==> src/hw/rtl/rv32_pkg.sv <==
`timescale 1ns / 1ps
// ----------------------------------------------------------------------------
// rv32_pkg: shared types and constants for the RV32IM execute unit
// Operation codes, register file sizes and sequencer states.
// ----------------------------------------------------------------------------
package rv32_pkg;

    localparam int NumRegs = 32;
    localparam int RegIdxW = 5;

    typedef enum logic [5:0] {
        OP_ADD = 6'd0, OP_SUB = 6'd1, OP_SLL = 6'd2, OP_SLT = 6'd3, OP_SLTU = 6'd4,
        OP_XOR = 6'd5, OP_SRL = 6'd6, OP_SRA = 6'd7, OP_OR = 6'd8, OP_AND = 6'd9,
        OP_ADDI = 6'd10, OP_SLTI = 6'd11, OP_SLTIU = 6'd12, OP_XORI = 6'd13,
        OP_ORI = 6'd14, OP_ANDI = 6'd15, OP_SLLI = 6'd16, OP_SRLI = 6'd17,
        OP_SRAI = 6'd18, OP_LUI = 6'd19, OP_AUIPC = 6'd20, OP_JAL = 6'd21,
        OP_JALR = 6'd22, OP_BEQ = 6'd23, OP_BNE = 6'd24, OP_BLT = 6'd25,
        OP_BGE = 6'd26, OP_BLTU = 6'd27, OP_BGEU = 6'd28, OP_MUL = 6'd29,
        OP_MULH = 6'd30, OP_MULHSU = 6'd31, OP_MULHU = 6'd32, OP_DIV = 6'd33,
        OP_DIVU = 6'd34, OP_REM = 6'd35, OP_REMU = 6'd36
    } op_t;

    typedef enum logic [2:0] {
        ST_IDLE, ST_READ, ST_EXEC, ST_ITER, ST_FIX, ST_OUT
    } state_t;

endpackage

==> src/hw/rtl/rv32im_execute_unit_core.sv <==
`timescale 1ns / 1ps
// ----------------------------------------------------------------------------
// rv32im_execute_unit_core: sequential RV32IM integer execute unit
// Register file, program counter and a shared shift-add / restoring divide unit.
// ----------------------------------------------------------------------------
// One instruction per item. After an item is accepted, the sequencer reads
// operand A and then operand B (ST_READ), executes (ST_EXEC) and then offers
// the result (ST_OUT); the block is ready again in the cycle after the result
// is taken, so it takes no new item before it is through with the last. Multiply
// and divide iterate one bit per cycle through a shared 33-bit add/subtract
// unit (ST_ITER), followed by a sign fix step (ST_FIX). The register file is a
// 32-entry memory read one operand per cycle, cleared by reset through valid
// bits. Writing start_pc loads the program counter at once.
module rv32im_execute_unit_core (
    input  logic                aclk,
    input  logic                aresetn,
    input  logic                cfg_wr_en,
    input  logic [31:0]         cfg_wr_data,
    input  logic                s_tvalid,
    output logic                s_tready,
    // req_type[5:0], dest_reg[10:6], src_reg_a[15:11], src_reg_b[20:16],
    // immediate[52:21], zero fill to 56 bits
    input  logic [55:0]         s_tdata,
    output logic                m_tvalid,
    input  logic                m_tready,
    // write_value[31:0], write_done[32], next_pc[64:33], branch_taken[65],
    // zero fill to 72 bits
    output logic [71:0]         m_tdata
);
    import rv32_pkg::*;

    state_t state_reg, state_next;

    // Register file with per-entry valid bits so reset reads as zero.
    logic [31:0] rf_mem [NumRegs];
    logic [NumRegs-1:0] rf_vld_reg;
    logic [31:0] rf_q;
    logic [RegIdxW-1:0] rf_raddr;
    logic rf_we;

    logic [31:0] pc_reg;
    logic [5:0]  op_reg;
    logic [4:0]  rd_reg, rs2_reg, a_idx_reg;
    logic [31:0] imm_reg, a_reg, b_reg;
    logic        rd_b_reg;  // second read cycle flag
    logic [5:0]  cnt_reg;

    // Shared iteration unit registers.
    logic [63:0] acc_reg;   // product or {remainder, quotient}
    logic [31:0] mb_reg;
    logic        neg_reg, sa_reg, sb_reg;

    logic [31:0] val_reg, npc_reg;
    logic        wdone_reg, taken_reg;

    always_ff @(posedge aclk) begin
        rf_q <= rf_mem[rf_raddr];
        if (rf_we) begin
            rf_mem[rd_reg] <= val_reg;
        end
    end

    assign rf_raddr = (state_reg == ST_IDLE) ? s_tdata[15:11] : rs2_reg;
    assign rf_we    = (state_reg == ST_OUT) && wdone_reg && m_tready;

    // Sequencer.
    always_comb begin
        state_next = state_reg;
        case (state_reg)
            ST_IDLE: if (s_tvalid) state_next = ST_READ;
            ST_READ: if (rd_b_reg) state_next = ST_EXEC;
            ST_EXEC: begin
                if (op_reg inside {[OP_MUL:OP_REMU]}) state_next = ST_ITER;
                else state_next = ST_OUT;
            end
            ST_ITER: if (cnt_reg == 6'd31) state_next = ST_FIX;
            ST_FIX:  state_next = ST_OUT;
            ST_OUT:  if (m_tready) state_next = ST_IDLE;
            default: state_next = ST_IDLE;
        endcase
    end

    always_ff @(posedge aclk) begin
        if (!aresetn) state_reg <= ST_IDLE;
        else          state_reg <= state_next;
    end

    // Operand values, gated by valid bits.
    logic [31:0] rf_val;
    logic [4:0]  rsel;
    logic        rd_is_a;
    assign rd_is_a = !rd_b_reg;
    assign rsel    = rd_is_a ? a_idx_reg : rs2_reg;
    assign rf_val = (rsel == '0 || !rf_vld_reg[rsel]) ? 32'd0 : rf_q;

    // Execute combinational results.
    logic [31:0] opb, alu_v, seq, add_v;
    logic [3:0]  alu_op;
    logic        lts, ltu, cond, is_alu;
    always_comb begin
        opb = (op_reg inside {[OP_ADDI:OP_SRAI]}) ? imm_reg : b_reg;
        is_alu = op_reg <= OP_SRAI;
        case (op_t'(op_reg))
            OP_ADDI: alu_op = 4'd0;
            OP_SLTI: alu_op = 4'd3;
            OP_SLTIU: alu_op = 4'd4;
            OP_XORI: alu_op = 4'd5;
            OP_ORI: alu_op = 4'd8;
            OP_ANDI: alu_op = 4'd9;
            OP_SLLI: alu_op = 4'd2;
            OP_SRLI: alu_op = 4'd6;
            OP_SRAI: alu_op = 4'd7;
            default: alu_op = op_reg[3:0];
        endcase
        add_v = a_reg + opb;
        lts = $signed(a_reg) < $signed(opb);
        ltu = a_reg < opb;
        case (alu_op)
            4'd0: alu_v = add_v;
            4'd1: alu_v = a_reg - opb;
            4'd2: alu_v = a_reg << opb[4:0];
            4'd3: alu_v = {31'd0, lts};
            4'd4: alu_v = {31'd0, ltu};
            4'd5: alu_v = a_reg ^ opb;
            4'd6: alu_v = a_reg >> opb[4:0];
            4'd7: alu_v = $unsigned($signed(a_reg) >>> opb[4:0]);
            4'd8: alu_v = a_reg | opb;
            default: alu_v = a_reg & opb;
        endcase
        seq = pc_reg + 32'd4;
        case (op_t'(op_reg))
            OP_BEQ: cond = a_reg == b_reg;
            OP_BNE: cond = a_reg != b_reg;
            OP_BLT: cond = lts;
            OP_BGE: cond = !lts;
            OP_BLTU: cond = ltu;
            OP_BGEU: cond = !ltu;
            default: cond = 1'b0;
        endcase
    end

    // Muldiv setup: signed flags per operation.
    logic        s_a, s_b, is_div, is_rem;
    assign is_div = op_reg >= OP_DIV;
    assign is_rem = (op_reg == OP_REM) || (op_reg == OP_REMU);
    assign s_a = (op_reg == OP_MULH) || (op_reg == OP_MULHSU) ||
                 (op_reg == OP_DIV) || (op_reg == OP_REM);
    assign s_b = (op_reg == OP_MULH) || (op_reg == OP_DIV) || (op_reg == OP_REM);

    // Shared 33-bit unit: trial subtract for divide, conditional add for multiply.
    logic [32:0] au_a, au_b, au_res;
    assign au_a   = is_div ? acc_reg[63:31] : {1'b0, acc_reg[63:32]};
    assign au_b   = (is_div || acc_reg[0]) ? {1'b0, mb_reg} : 33'd0;
    assign au_res = is_div ? (au_a - au_b) : (au_a + au_b);

    logic [31:0] abs_a, abs_b;
    assign abs_a = (s_a && a_reg[31]) ? -a_reg : a_reg;
    assign abs_b = (s_b && b_reg[31]) ? -b_reg : b_reg;

    logic [63:0] fixed;
    assign fixed = neg_reg ? -acc_reg : acc_reg;

    always_ff @(posedge aclk) begin
        if (!aresetn) begin
            rf_vld_reg <= '0;
            pc_reg     <= '0;
            rd_b_reg   <= 1'b0;
        end else begin
            if (rf_we && rd_reg != '0) rf_vld_reg[rd_reg] <= 1'b1;
            if (cfg_wr_en) pc_reg <= cfg_wr_data;
            else if (state_reg == ST_OUT && m_tready) pc_reg <= npc_reg;
            if (state_reg == ST_READ) rd_b_reg <= !rd_b_reg;
        end
        case (state_reg)
            ST_IDLE: begin
                op_reg    <= s_tdata[5:0];
                rd_reg    <= s_tdata[10:6];
                a_idx_reg <= s_tdata[15:11];
                rs2_reg   <= s_tdata[20:16];
                imm_reg   <= s_tdata[52:21];
            end
            ST_READ: begin
                if (rd_is_a) a_reg <= rf_val;
                else         b_reg <= rf_val;
            end
            ST_EXEC: begin
                val_reg   <= 32'd0;
                npc_reg   <= seq;
                taken_reg <= 1'b0;
                wdone_reg <= (rd_reg != '0) && (op_reg <= OP_REMU) &&
                             !(op_reg inside {[OP_BEQ:OP_BGEU]});
                if (is_alu) val_reg <= alu_v;
                case (op_t'(op_reg))
                    OP_LUI: val_reg <= {imm_reg[19:0], 12'd0};
                    OP_AUIPC: val_reg <= pc_reg + {imm_reg[19:0], 12'd0};
                    OP_JAL: begin
                        val_reg <= seq; npc_reg <= pc_reg + imm_reg; taken_reg <= 1'b1;
                    end
                    OP_JALR: begin
                        val_reg <= seq; taken_reg <= 1'b1;
                        npc_reg <= (a_reg + imm_reg) & 32'hFFFF_FFFE;
                    end
                    default: begin
                        if (cond) begin
                            npc_reg <= pc_reg + imm_reg; taken_reg <= 1'b1;
                        end
                    end
                endcase
                cnt_reg <= '0;
                sa_reg  <= s_a && a_reg[31];
                sb_reg  <= s_b && b_reg[31];
                mb_reg  <= abs_b;
                acc_reg <= {32'd0, abs_a};
            end
            ST_ITER: begin
                cnt_reg <= cnt_reg + 6'd1;
                if (is_div) begin
                    if (!au_res[32]) acc_reg <= {au_res[31:0], acc_reg[30:0], 1'b1};
                    else             acc_reg <= {acc_reg[62:0], 1'b0};
                end else begin
                    // Shift-add, multiplier bits from the bottom.
                    acc_reg <= {au_res, acc_reg[31:1]};
                end
                neg_reg <= is_rem ? sa_reg : (sa_reg ^ sb_reg);
            end
            ST_FIX: begin
                if (is_div) begin
                    if (b_reg == '0) val_reg <= is_rem ? a_reg : 32'hFFFF_FFFF;
                    else if (is_rem)
                        val_reg <= neg_reg ? -acc_reg[63:32] : acc_reg[63:32];
                    else val_reg <= neg_reg ? -acc_reg[31:0] : acc_reg[31:0];
                end else if (op_reg == OP_MUL) val_reg <= fixed[31:0];
                else val_reg <= fixed[63:32];
            end
            default: ;
        endcase
    end

    assign s_tready = (state_reg == ST_IDLE);
    assign m_tvalid = (state_reg == ST_OUT);
    assign m_tdata  = {6'd0, taken_reg, npc_reg, wdone_reg, val_reg};

endmodule
==> config.mk <==
export PLATFORM = sky130hd
export DESIGN_NAME = rv32im_execute_unit_core
export DESIGN_NICKNAME = d
export VERILOG_FILES = /design/src/hw/rtl/rv32_pkg.sv /design/src/hw/rtl/rv32im_execute_unit_core.sv
export SDC_FILE = /design/constraint.sdc
export NUM_CORES = 2
export LEC_CHECK = 0
export BUFFER_PORTS_ARGS = -buffer_cell sky130_fd_sc_hd__buf_2
export CAP_MARGIN = 30
export CORE_UTILIZATION = 30
export DETAILED_ROUTE_END_ITERATION = 12
export PLACE_DENSITY = 0.5
export SLEW_MARGIN = 40
export SYNTH_ARGS = -nofsm -noshare
export SYNTH_HDL_FRONTEND = slang
export SYNTH_SLANG_ARGS = --single-unit
export TNS_END_PERCENT = 50
==> constraint.sdc <==
create_clock -name aclk -period 7.7 [get_ports aclk]
set_input_delay 1.155 -clock aclk [delete_from_list [all_inputs] [get_ports aclk]]
set_output_delay 1.155 -clock aclk [all_outputs]
set_load 0.02 [all_outputs]
==> impl_metrics.yaml <==
status:
  outcome: "finished clean"
setup_path:
  r2r-end: "acc_reg[62]$_SDFFCE_PN0P_"
  cp_max_fo: 15
  startpoint_type: "flip-flop"
  end_kind: "flip-flop"
  critical_path.max_stage_delay_ns: 0.72
  r2r_slack_ns: 1.41
  worstPathRequired_ns: 8.25
  r2r.worst_path.cells: 23
  cpMaxStageDelayCell: "a2111oi_0"
  rr_startpoint: "op_reg[0]$_DFFE_PP_"
  critPathKind: "flip-flop to flip-flop"
  crit_top_cell: "and2_1"
  arrival_ns: 6.85
  crit_path_cell_trace: "buf_4, or2_1, o31ai_4, nand2_1, and2_1, inv_1, ha_1, and2_1, o21ai_0, or3_1, or3_1, a31oi_1, o21bai_1, ha_1, nor2b_1, o21ai_0, and2_1, nand3_1, a2111oi_0, o31ai_1, a21oi_1, xor2_1, a211oi_1"
detailed_routing:
  drt_wl_total_um: 304300
  avgViaCountPerCell: 5.612
  dr.pass1.iters: 8
  drc: 0
  antenna_left: 0
  drt_first_iter_violations: 6145
  avgRoutedWirePerCell_um: 29.71
  vias: 57469
die:
  die_x_um: 508.7
  initial_core_util: 0.3025
  ios: 167
  rows: 185
  chipHeight_um: 508.7
  core_sq_um: 254600
  die_area_sq_um: 258800
clocking:
  cts-root-buf: "clkbuf_16"
  cts_made_buffers: 153
  path_clk_slew_ns: 0.06
  clock-sinks: 1411
  cts_tree: "yes"
  postCtsHoldBufs: 0
  htree_levels: 4
  clock_path_buffers: 3
  cts_resized: 0
  cts_setup_buffers: 0
  insertion_delay_ns: 0.84
synthesis:
  synth_top_area_frac: 0.5115
  async_flop_share: 0
  ys_types: 105
  yosys-top-cells-area: "edfxtp_1, mux4_2, nand2_1, ha_1, mux2i_1"
  ys_ff_latch: 1411
  syn_inst: 6608
  yosysTopAreaCell: "edfxtp_1"
  syn_area_per_cell_sq_um: 11.66
  ys.warnings.count: 0
  synth.cell_area_sq_um: 77020
  synth_edf_count: 1312
  netlist_top_cells_count: "edfxtp_1, nand2_1, nor2_1"
  yosysMostFrequentCell: "edfxtp_1"
  synth-seq-area-share: 0.5372
  synthFlopType: "edfxtp_1"
flow_run:
  maxCapViolCount: 0
sta:
  period_share: 0.8172
  rsz0062_at_grt: "no"
  slew_violations: 0
  setup_viol: 0
  hold_violations: 0
  worst_slew_pin_slew_ns: 1.031
  max_slew_margin: 0.3124
  fin_crit_ns: 6.293
  setup_tns_ns: 0
  fmax_mhz: 158.9
  finClkSkew_ns: 0.07055
cells_and_area:
  drive_gt1_frac: 0.1542
  fill_cells: 25205
  syn2layout_area_growth_pct: 14.36
  largest_register_ff_count: 1024
  final_nets: 7041
  regArea_sq_um: 41380
  stdcell_count: 10241
  multiInputGateArea_sq_um: 33830
grt:
  grt_overflow: 0
  grt.total_usage: 0.2306
  grt_start_max_net_pins: 157
  grt_pass1_vias: 54711
  antenna_found_initial: 28
  grt_pass1_wl_um: 426700
placed_design:
  place_inst: 9943
  gp_congestion: 0.9854
  port-buffer-count: 157
  hpwl_um: 215100
power:
  power_density_nw_per_um2: 240.2
  p_leak_nw: 31.23
  ir_worst_vdd_v: 0.0002127
worst_hold_path:
  worstHoldStart: "rf_vld_reg[9]$_SDFFE_PN0P_"
  hold_path_depth: 1
  holdPathEnd: "rf_vld_reg[9]$_SDFFE_PN0P_"
  hp-class: "flip-flop to flip-flop"
[routing by layer]
layer | track usage | vias up | share of wire
met3 | 0.03368 | 464 | 0.062
met4 | 0.09201 | 14 | 0.041
met2 | 0.3592 | 2226 | 0.45
li1 | - | 25407 | -
met5 | 0 | - | 0.00031
met1 | 0.3211 | 29358 | 0.45
[worst max path at each step]
| stage | start | end | slack (ns) | cells after the start |
|---|---|---|---|---|
| 3_5_place_dp | op_reg[0]$_DFFE_PP_ | acc_reg[62]$_SDFFCE_PN0P_ | 1.51 | 23 |
| 5_1_grt | op_reg[0]$_DFFE_PP_ | acc_reg[62]$_SDFFCE_PN0P_ | 1.09 | 23 |
| 2_1_floorplan | op_reg[1]$_DFFE_PP_ | acc_reg[62]$_SDFFCE_PN0P_ | 2.00 | 26 |
| 3_3_place_gp | op_reg[0]$_DFFE_PP_ | acc_reg[62]$_SDFFCE_PN0P_ | 1.47 | 23 |
| 4_1_cts | op_reg[0]$_DFFE_PP_ | acc_reg[62]$_SDFFCE_PN0P_ | 1.49 | 23 |
| 6_report | op_reg[0]$_DFFE_PP_ | acc_reg[62]$_SDFFCE_PN0P_ | 1.41 | 23 |
[cell families after synthesis]
group,after synthesis,share of synthesized area
AO/OA/AOI/OAI,1514,0.1300
XOR/XNOR,315,0.03582
adder cells (fa/ha/maj),214,0.03525
buffers and inverters,595,0.03078
flip-flops,1411,0.5372
multiplexers,519,0.1111
other,1,0.00004869
AND/OR/NAND/NOR,2039,0.1198
[area by class of cell]
cell class,count,share of cell area
Antenna cell,12,0.0003409
Clock buffer,191,0.04589
Clock inverter,93,0.01287
Inverter,149,0.006349
Multi-Input combinational cell,4607,0.3841
Sequential cell,1411,0.4698
Tap cell,3366,0.04781
Timing Repair Buffer,412,0.03284
[critical path: cells and delay by family (launching register included)]
kind	cells	cell delay [ns]
buffers and inverters	2	0.27
and+or+nand+nor	9	2.23
adders and majority gates	2	0.56
DFF	1	0.36
AOI/OAI and AO/OA	9	2.42
xor gates and xnor gates	1	0.21
[stage by stage]
stage,setup WS (ns),instance area [sq um],utilization,hold slack (ns),power (W)
after detailed placement,1.512,82830,0.3253,0.4520,0.01359
after floorplan,1.997,77040,-,0.4354,0.01178
after CTS,1.494,88010,0.3457,0.4448,0.02123
after global routing,1.085,88070,0.3459,0.4738,0.02186
final,1.407,88080,0.3459,0.4623,0.02115
after global placement,1.467,82660,0.3247,0.4416,0.01358
[cells in the final DEF, fill, tap and decap left out, types with 71 or more instances in the layout]
cell type,count
mux4_2,266
xnor2_1,199
buf_4,234
mux2i_1,228
edfxtp_1,1312
o21a_1,71
xor2_1,116
nor2_1,352
nand3_1,264
a21oi_1,370
inv_1,143
ha_1,209
nor3_1,92
buf_2,158
a31oi_1,78
nand2_1,901
clkbuf_16,154
o21ai_0,330
dfxtp_1,98
[power breakdown]
group          switching [W]  total, W  leakage [nW]  internal (W)
Sequential          0.000232   0.00875          12.7       0.00852
Clock                0.00330   0.00763          2.51       0.00433
Combinational        0.00314   0.00478          16.0       0.00164
Total                0.00667    0.0212          31.2        0.0145
(Power assumes the default switching activity.)
